$ cat src/rtl/core/lph_pkg.sv
`timescale 1ns / 1ps
package lph_pkg;

    localparam int TABLE_SIZE = 64;
    localparam int KEY_BITS   = 32;
    localparam int IDX_W      = $clog2(TABLE_SIZE);
    localparam int CNT_W      = IDX_W + 1;
    localparam int ENTRY_W    = KEY_BITS + IDX_W;

    localparam logic [1:0] MODE_ADD    = 2'd0;
    localparam logic [1:0] MODE_REMOVE = 2'd1;

    localparam logic [2:0] ST_ADDED     = 3'd0;
    localparam logic [2:0] ST_PRESENT   = 3'd1;
    localparam logic [2:0] ST_REMOVED   = 3'd2;
    localparam logic [2:0] ST_NOT_FOUND = 3'd3;
    localparam logic [2:0] ST_FOUND     = 3'd4;
    localparam logic [2:0] ST_FULL      = 3'd5;
    localparam logic [2:0] ST_READ_ONLY = 3'd6;
    localparam logic [2:0] ST_NULL_KEY  = 3'd7;

    localparam logic [0:0] REG_WRITES_ENABLED = 1'd0;
    localparam logic [0:0] REG_LOAD_LIMIT     = 1'd1;

    typedef struct packed {
        logic load;
        logic rd_i;
        logic inc_i;
        logic inc_n;
        logic n_one;
        logic clr_valid_i;
        logic wr_i;
        logic cap_move;
        logic inc_j;
        logic wr_j;
        logic cnt_inc;
        logic cnt_dec;
    } lph_cmd_t;

    typedef struct packed {
        logic valid_i;
        logic valid_j;
        logic n_full;
        logic key_eq;
        logic over_limit;
    } lph_stat_t;

endpackage

$ cat src/rtl/core/lph_ram.sv
`timescale 1ns / 1ps
module lph_ram #(
    parameter int WIDTH = 8,
    parameter int DEPTH = 16
) (
    input  logic                     clk,
    input  logic                     we,
    input  logic [$clog2(DEPTH)-1:0] waddr,
    input  logic [WIDTH-1:0]         wdata,
    input  logic                     re,
    input  logic [$clog2(DEPTH)-1:0] raddr,
    output logic [WIDTH-1:0]         rdata
);

    logic [WIDTH-1:0] mem_reg [DEPTH];

    always_ff @(posedge clk)
    begin
        if (we)
        begin
            mem_reg[waddr] <= wdata;
        end
        if (re)
        begin
            rdata <= mem_reg[raddr];
        end
    end

endmodule

$ cat src/rtl/core/lph_dp.sv
`timescale 1ns / 1ps
module lph_dp
    import lph_pkg::*;
(
    input  logic                clk,
    input  logic                rst_n,
    input  lph_cmd_t            cmd,
    input  logic [KEY_BITS-1:0] key,
    input  logic [31:0]         key_hash,
    input  logic [CNT_W-1:0]    load_limit,
    output lph_stat_t           stat,
    output logic [CNT_W-1:0]    entry_count
);

    logic [IDX_W-1:0]    i_reg;
    logic [IDX_W-1:0]    j_reg;
    logic [CNT_W-1:0]    n_reg;
    logic [KEY_BITS-1:0] key_reg;
    logic [IDX_W-1:0]    home_reg;
    logic [KEY_BITS-1:0] mkey_reg;
    logic [IDX_W-1:0]    mhome_reg;
    logic [CNT_W-1:0]    total_reg;
    logic [TABLE_SIZE-1:0] valid_reg;

    logic                we;
    logic [IDX_W-1:0]    waddr;
    logic [ENTRY_W-1:0]  wdata;
    logic [ENTRY_W-1:0]  rdata;

    assign we    = cmd.wr_i | cmd.wr_j;
    assign waddr = cmd.wr_i ? i_reg : j_reg;
    assign wdata = cmd.wr_i ? {key_reg, home_reg} : {mkey_reg, mhome_reg};

    lph_ram #(
        .WIDTH(ENTRY_W),
        .DEPTH(TABLE_SIZE)
    ) u_ram (
        .clk  (clk),
        .we   (we),
        .waddr(waddr),
        .wdata(wdata),
        .re   (cmd.rd_i),
        .raddr(i_reg),
        .rdata(rdata)
    );

    always_ff @(posedge clk)
    begin
        if (cmd.load)
        begin
            key_reg  <= key;
            home_reg <= key_hash[IDX_W-1:0];
            i_reg    <= key_hash[IDX_W-1:0];
            n_reg    <= '0;
        end
        else
        begin
            if (cmd.inc_i)
            begin
                i_reg <= i_reg + 1'b1;
            end
            if (cmd.n_one)
            begin
                n_reg <= CNT_W'(1);
            end
            else if (cmd.inc_n)
            begin
                n_reg <= n_reg + 1'b1;
            end
        end
        if (cmd.cap_move)
        begin
            mkey_reg  <= rdata[ENTRY_W-1:IDX_W];
            mhome_reg <= rdata[IDX_W-1:0];
            j_reg     <= rdata[IDX_W-1:0];
        end
        else if (cmd.inc_j)
        begin
            j_reg <= j_reg + 1'b1;
        end
    end

    always_ff @(posedge clk or negedge rst_n)
    begin
        if (!rst_n)
        begin
            valid_reg <= '0;
            total_reg <= '0;
        end
        else
        begin
            if (cmd.clr_valid_i)
            begin
                valid_reg[i_reg] <= 1'b0;
            end
            if (cmd.wr_i)
            begin
                valid_reg[i_reg] <= 1'b1;
            end
            if (cmd.wr_j)
            begin
                valid_reg[j_reg] <= 1'b1;
            end
            if (cmd.cnt_inc)
            begin
                total_reg <= total_reg + 1'b1;
            end
            else if (cmd.cnt_dec)
            begin
                total_reg <= total_reg - 1'b1;
            end
        end
    end

    assign stat.valid_i    = valid_reg[i_reg];
    assign stat.valid_j    = valid_reg[j_reg];
    assign stat.n_full     = (n_reg == CNT_W'(TABLE_SIZE));
    assign stat.key_eq     = (rdata[ENTRY_W-1:IDX_W] == key_reg);
    assign stat.over_limit = (total_reg >= load_limit);
    assign entry_count     = total_reg;

endmodule

$ cat src/rtl/core/lph_ctrl.sv
`timescale 1ns / 1ps
module lph_ctrl
    import lph_pkg::*;
(
    input  logic       clk,
    input  logic       rst_n,
    input  logic       start,
    input  logic [1:0] mode,
    input  logic       key_absent,
    input  logic       writes_enabled,
    input  lph_stat_t  stat,
    output lph_cmd_t   cmd,
    output logic       busy,
    output logic       done,
    output logic [2:0] status
);

    localparam logic [2:0] S_IDLE   = 3'd0;
    localparam logic [2:0] S_PRB    = 3'd1;
    localparam logic [2:0] S_CMP    = 3'd2;
    localparam logic [2:0] S_MV_CHK = 3'd3;
    localparam logic [2:0] S_MV_LD  = 3'd4;
    localparam logic [2:0] S_SCAN   = 3'd5;
    localparam logic [2:0] S_DONE   = 3'd6;

    logic [2:0] state_reg;
    logic [2:0] state_next;
    logic [1:0] op_reg;
    logic [1:0] op_next;
    logic [2:0] status_reg;
    logic [2:0] status_next;
    logic       is_write;

    assign is_write = (mode == MODE_ADD) || (mode == MODE_REMOVE);

    always_comb
    begin
        state_next  = state_reg;
        op_next     = op_reg;
        status_next = status_reg;
        cmd         = '0;
        unique case (state_reg)
            S_IDLE:
            begin
                if (start)
                begin
                    cmd.load = 1'b1;
                    op_next  = mode;
                    if (is_write && !writes_enabled)
                    begin
                        status_next = ST_READ_ONLY;
                        state_next  = S_DONE;
                    end
                    else if (key_absent)
                    begin
                        status_next = ST_NULL_KEY;
                        state_next  = S_DONE;
                    end
                    else
                    begin
                        state_next = S_PRB;
                    end
                end
            end
            S_PRB:
            begin
                if (stat.n_full || !stat.valid_i)
                begin
                    state_next = S_DONE;
                    if (op_reg == MODE_ADD)
                    begin
                        if (stat.over_limit || stat.n_full)
                        begin
                            status_next = ST_FULL;
                        end
                        else
                        begin
                            cmd.wr_i    = 1'b1;
                            cmd.cnt_inc = 1'b1;
                            status_next = ST_ADDED;
                        end
                    end
                    else
                    begin
                        status_next = ST_NOT_FOUND;
                    end
                end
                else
                begin
                    cmd.rd_i   = 1'b1;
                    state_next = S_CMP;
                end
            end
            S_CMP:
            begin
                if (stat.key_eq)
                begin
                    if (op_reg == MODE_ADD)
                    begin
                        status_next = ST_PRESENT;
                        state_next  = S_DONE;
                    end
                    else if (op_reg == MODE_REMOVE)
                    begin
                        cmd.clr_valid_i = 1'b1;
                        cmd.cnt_dec     = 1'b1;
                        cmd.inc_i       = 1'b1;
                        cmd.n_one       = 1'b1;
                        status_next     = ST_REMOVED;
                        state_next      = S_MV_CHK;
                    end
                    else
                    begin
                        status_next = ST_FOUND;
                        state_next  = S_DONE;
                    end
                end
                else
                begin
                    cmd.inc_i  = 1'b1;
                    cmd.inc_n  = 1'b1;
                    state_next = S_PRB;
                end
            end
            S_MV_CHK:
            begin
                if (stat.n_full || !stat.valid_i)
                begin
                    state_next = S_DONE;
                end
                else
                begin
                    cmd.rd_i        = 1'b1;
                    cmd.clr_valid_i = 1'b1;
                    state_next      = S_MV_LD;
                end
            end
            S_MV_LD:
            begin
                cmd.cap_move = 1'b1;
                state_next   = S_SCAN;
            end
            S_SCAN:
            begin
                if (!stat.valid_j)
                begin
                    cmd.wr_j   = 1'b1;
                    cmd.inc_i  = 1'b1;
                    cmd.inc_n  = 1'b1;
                    state_next = S_MV_CHK;
                end
                else
                begin
                    cmd.inc_j = 1'b1;
                end
            end
            S_DONE:
            begin
                state_next = S_IDLE;
            end
            default:
            begin
                state_next = S_IDLE;
            end
        endcase
    end

    always_ff @(posedge clk or negedge rst_n)
    begin
        if (!rst_n)
        begin
            state_reg  <= S_IDLE;
            op_reg     <= MODE_ADD;
            status_reg <= ST_ADDED;
        end
        else
        begin
            state_reg  <= state_next;
            op_reg     <= op_next;
            status_reg <= status_next;
        end
    end

    assign busy   = (state_reg != S_IDLE);
    assign done   = (state_reg == S_DONE);
    assign status = status_reg;

endmodule

$ cat src/rtl/core/linear_probe_hash_set.sv
`timescale 1ns / 1ps
// Hash set of up to 64 keys held in a linearly probed table.
// A request word (mode, key, key_hash, key_absent) is taken at a rising edge
// where start is high and busy is low. Mode 0 adds, 1 removes, 2 or 3 queries.
// Its result word (status, entry_count) is shown for exactly one cycle with
// result_valid high; the receiver cannot stall and must take it then.
// A refused request (read-only or null key) goes straight to its result;
// any other request reads and compares each occupied slot from the key's
// home slot until it finds the key, meets a free slot or has passed every slot.
// A remove then takes each later entry of the cluster out and reinserts it at
// the first free slot found from its own home slot, until a free slot ends the
// cluster or every slot has been passed. Busy falls in the cycle after the result.
// Only one request is in flight at a time.
// The APB port holds writes_enabled at 0x0 and load_limit at 0x4; write them
// only while busy is low.
// Reset clears all valid bits and the entry count at once, sets
// writes_enabled to 1 and load_limit to 48; no clearing pass is needed.
module linear_probe_hash_set
    import lph_pkg::*;
(
    input  logic                clk,
    input  logic                rst_n,
    input  logic                psel,
    input  logic                penable,
    input  logic                pwrite,
    input  logic [2:0]          paddr,
    input  logic [31:0]         pwdata,
    output logic [31:0]         prdata,
    output logic                pready,
    input  logic                start,
    output logic                busy,
    input  logic [1:0]          mode,
    input  logic [KEY_BITS-1:0] key,
    input  logic [31:0]         key_hash,
    input  logic                key_absent,
    output logic                result_valid,
    output logic [2:0]          status,
    output logic [CNT_W-1:0]    entry_count
);

    logic             we_reg;
    logic [CNT_W-1:0] limit_reg;
    logic             ctrl_busy;
    lph_cmd_t         cmd;
    lph_stat_t        stat;

    assign pready = 1'b1;

    always_ff @(posedge clk or negedge rst_n)
    begin
        if (!rst_n)
        begin
            we_reg    <= 1'b1;
            limit_reg <= CNT_W'(48);
        end
        else if (psel && penable && pwrite && (paddr[1:0] == 2'b00))
        begin
            unique case (paddr[2])
                REG_WRITES_ENABLED: we_reg    <= pwdata[0];
                REG_LOAD_LIMIT:     limit_reg <= pwdata[CNT_W-1:0];
                default:            we_reg    <= we_reg;
            endcase
        end
    end

    always_comb
    begin
        prdata = '0;
        unique case (paddr[2])
            REG_WRITES_ENABLED: prdata = {31'd0, we_reg};
            REG_LOAD_LIMIT:     prdata = {{(32 - CNT_W){1'b0}}, limit_reg};
            default:            prdata = '0;
        endcase
    end

    lph_ctrl u_ctrl (
        .clk           (clk),
        .rst_n         (rst_n),
        .start         (start),
        .mode          (mode),
        .key_absent    (key_absent),
        .writes_enabled(we_reg),
        .stat          (stat),
        .cmd           (cmd),
        .busy          (ctrl_busy),
        .done          (result_valid),
        .status        (status)
    );

    lph_dp u_dp (
        .clk        (clk),
        .rst_n      (rst_n),
        .cmd        (cmd),
        .key        (key),
        .key_hash   (key_hash),
        .load_limit (limit_reg),
        .stat       (stat),
        .entry_count(entry_count)
    );

    assign busy = ctrl_busy;

endmodule

$ cat config.mk
export PLATFORM = sky130hd
export DESIGN_NAME = linear_probe_hash_set
export DESIGN_NICKNAME = d
export VERILOG_FILES = /design/src/rtl/core/lph_pkg.sv /design/src/rtl/core/lph_ram.sv /design/src/rtl/core/lph_dp.sv /design/src/rtl/core/lph_ctrl.sv /design/src/rtl/core/linear_probe_hash_set.sv
export SDC_FILE = /design/constraint.sdc
export NUM_CORES = 2
export LEC_CHECK = 0
export CAP_MARGIN = 20
export CORE_MARGIN = 3
export CORE_UTILIZATION = 40
export CTS_BUF_LIST = sky130_fd_sc_hd__clkbuf_8
export CTS_CLUSTER_DIAMETER = 150
export DETAILED_ROUTE_END_ITERATION = 10
export DONT_BUFFER_PORTS = 1
export MAX_ROUTING_LAYER = met4
export SKIP_LAST_GASP = 1
export SLEW_MARGIN = 20
export SYNTH_ARGS = -nofsm -noshare
export SYNTH_HDL_FRONTEND = slang
export SYNTH_SLANG_ARGS = --single-unit
$ cat constraint.sdc
create_clock -name clk -period 8 [get_ports clk]
set_clock_uncertainty 0.1 [all_clocks]
set_input_delay 0 -clock clk [delete_from_list [all_inputs] [get_ports clk]]
set_output_delay 0 -clock clk [all_outputs]
set_load 0.005 [all_outputs]
==> flow_summary.json <==
{
  "fp.dieW_um": 509.6,
  "hold_end": "prdata[6]",
  "area_delta_synth_final_pct": 14.69,
  "synth_flop_cell": "edfxtp_1",
  "num-fill-cells": 21440,
  "hold_path_class": "in -> out",
  "vias": 63330,
  "synth.area.top_cells": "edfxtp_1, a22oi_1, a221oi_1",
  "reg2reg_from": "u_dp.i_reg[1]",
  "finalHoldViolCount": 0,
  "synthDistinctLibCells": 85,
  "crit_top_cell": "buf_4",
  "vias_per_cell": 6.352,
  "critPathKind": "reg -> reg",
  "path_cells": "buf_4 > or2_2 > o22ai_1 > a21oi_1 > o2111ai_1 > or3_1 > nor2_8 > buf_4 > nand2_2 > o22ai_4 > buf_12",
  "postPlaceCellArea_sq_mm": 0.1071,
  "cts_buffers": 421,
  "register_area_sq_mm": 0.07913,
  "min_path_cells": 1,
  "setup_slack_ns": 1.506,
  "drv_slew": 0,
  "grt_pass1_wl_mm": 488.1,
  "drive_gt1_frac": 0.1573,
  "portBuffers": 0,
  "antenna_found_initial": 10,
  "required_ns": 8.66,
  "drc": 0,
  "power_mw": 41.69,
  "multi_input_area_sq_mm": 0.02141,
  "synth_area_leader_cell": "edfxtp_1",
  "wl_per_cell_um": 35.73,
  "cts_root_buf": "clkbuf_8",
  "hp-start": "paddr[2]",
  "clk_pin_slew_ns": 0.06,
  "cpMaxStageDelayCell": "o22ai_4",
  "drtIter0Drc": 10030,
  "row_count": 184,
  "ff2ff_path_depth": 11,
  "p_per_area_mw_per_mm2": 358.3,
  "yosysSeqAreaShare": 0.7800,
  "crit_arrival_ns": 7.16,
  "synth_edf_count": 2558,
  "period_needed_ns": 6.494,
  "endpoint_kind": "register",
  "outcome": "complete, no violations",
  "globalplace.congestion": 0.9798,
  "place_ws_ns": 1.828,
  "r2r_slack_ns": 1.51,
  "place_inst": 9069,
  "ys_warn_count": 0,
  "cp_num_buf_inv": 3,
  "fin_setup_tns_ns": 0,
  "grt_overflow": 0,
  "ant_nets": 0,
  "crit_fanout": 47,
  "wirelength_mm": 356.2,
  "tightest_slew_ns": 1.269,
  "clock_sinks": 2652,
  "gr-usage-all-layers": 0.2766,
  "synth_seq_cells": 2652,
  "r2r-end": "u_dp.u_ram.mem_reg[7][26]",
  "cp_slowest_stage_delay_ns": 0.87,
  "rsz0062_at_grt": "no",
  "synth_top_area_frac": 0.7572,
  "synth.cell_area_sq_mm": 0.1014,
  "clk_path_buf_depth": 4,
  "final.period_utilization": 0.8117,
  "dr.pass1.iters": 6,
  "synth.avg_cell_area_sq_um": 17.23,
  "grt_max_degree": 117,
  "instances_no_fill": 9970,
  "clk_latency_ns": 1.14,
  "peakVddDrop_mv": 0.2386,
  "hpwl_mm": 190.0,
  "power.leakage_nw": 36.92,
  "grt_pass1_vias": 60810,
  "syn_inst": 5887,
  "htree_levels": 5,
  "largest_reg_flops": 2432,
  "core_sq_mm": 0.2519,
  "die_area_sq_mm": 0.2597,
  "nets": 6425,
  "cts_tree": "built",
  "fmax_mhz": 154.0,
  "critPathLaunchType": "register",
  "drv_cap": 0,
  "io_pins": 153,
  "synth_async_sr_flop_share": 0.03281,
  "critPathTopFamily": "simple AND/OR/NAND/NOR gates",
  "die_y_um": 509.6,
  "setup_viol": 0,
  "initial_core_util": 0.4028,
  "relSlewSlack": 0.1513,
  "postLayoutCellArea_sq_mm": 0.1163
}
-- cell type report --
class                      instances  area share
clock inverter                   304     0.01367
tap                             3348     0.03600
clock buffer                     431     0.05098
multi-input combinational       2792      0.1840
inverter                          25   0.0008173
timing repair buffer             408     0.03415
sequential                      2652      0.6801
antenna                           10   0.0002151
-- placed cells by master (no fill, tap or decap), drive strengths merged, types with 26 or more instances in the layout --
cell,instances
xor2,36
clkbuf,431
nor2,159
nor3,28
nor4,29
a22oi,524
a221oi,270
mux2i,164
conb,26
o22ai,90
dlygate4sd3,150
o221ai,70
nand4,61
buf,258
o21ai,83
a22o,156
dfrtp,84
clkinv,166
inv,143
nand2,260
o31ai,58
mux4,34
nand3,49
mux2,117
a31oi,95
a21oi,237
edfxtp,2558
-- metrics by stage --
| stage | utilization | hold WS (ns) |
|---|---|---|
| floorplan | - | -0.3956 |
| global placement | 0.4252 | -0.3890 |
| detailed placement | 0.4252 | -0.3900 |
| CTS | 0.4612 | 0.02002 |
| global route | 0.4619 | 0.03447 |
| finish | 0.4620 | 0.01948 |
-- cells in the mapped netlist (all sizes together), types with 61 or more instances --
library cell	n
a31oi	95
buf	251
mux2i	164
o22ai	90
edfxtp	2558
clkbuf	191
o21ai	83
nor2	159
o221ai	70
mux2	117
a22oi	524
a21oi	237
a221oi	270
dfrtp	84
nand2	260
a22o	156
nand4	61
-- routing by layer --
layer | global-route usage | vias up | wire (um)
met5 | - | - | 0
met4 | 0.1265 | 0 | 18370
met3 | 0.06440 | 843 | 41070
met2 | 0.4185 | 4588 | 163600
met1 | 0.3553 | 32650 | 133200
li1 | - | 25250 | -
-- how the worst max path moves through the flow --
stage | slack [ns] | start | cells past startpoint | to
after floorplan | 2.20 | u_dp.i_reg[1] | 12 | u_dp.u_ram.mem_reg[50][0]
after global placement | 1.90 | u_dp.i_reg[1] | 11 | u_dp.u_ram.mem_reg[7][28]
after detailed placement | 1.83 | u_dp.i_reg[1] | 11 | u_dp.u_ram.mem_reg[7][28]
after CTS | 1.80 | u_dp.i_reg[1] | 11 | u_dp.u_ram.mem_reg[7][14]
after global routing | 1.57 | u_dp.i_reg[1] | 11 | u_dp.u_ram.mem_reg[7][14]
final | 1.51 | u_dp.i_reg[1] | 11 | u_dp.u_ram.mem_reg[7][26]
-- timing repair --
action	4_1_cts	5_1_grt
endpoints found under the hold margin	192	0
buffers inserted	0	0
gates resized for setup	0	0
hold buffers	152	0
-- power breakdown --
group          switching, mW  internal [mW]
combinational           9.74           3.71
sequential             0.413           17.2
clock                   5.26           5.42
total                   15.4           26.3
-- logic make-up after synthesis --
logic type	share of synthesized area
muxes	0.03672
and+or+nand+nor	0.03024
xor gates and xnor gates	0.004058
buffers and inverters	0.02094
AOI/OAI and AO/OA	0.1258
other	0.00007403
adders and majority gates	0.002171
DFF	0.7800
No activity file was read; power rests on OpenSTA's default activity.
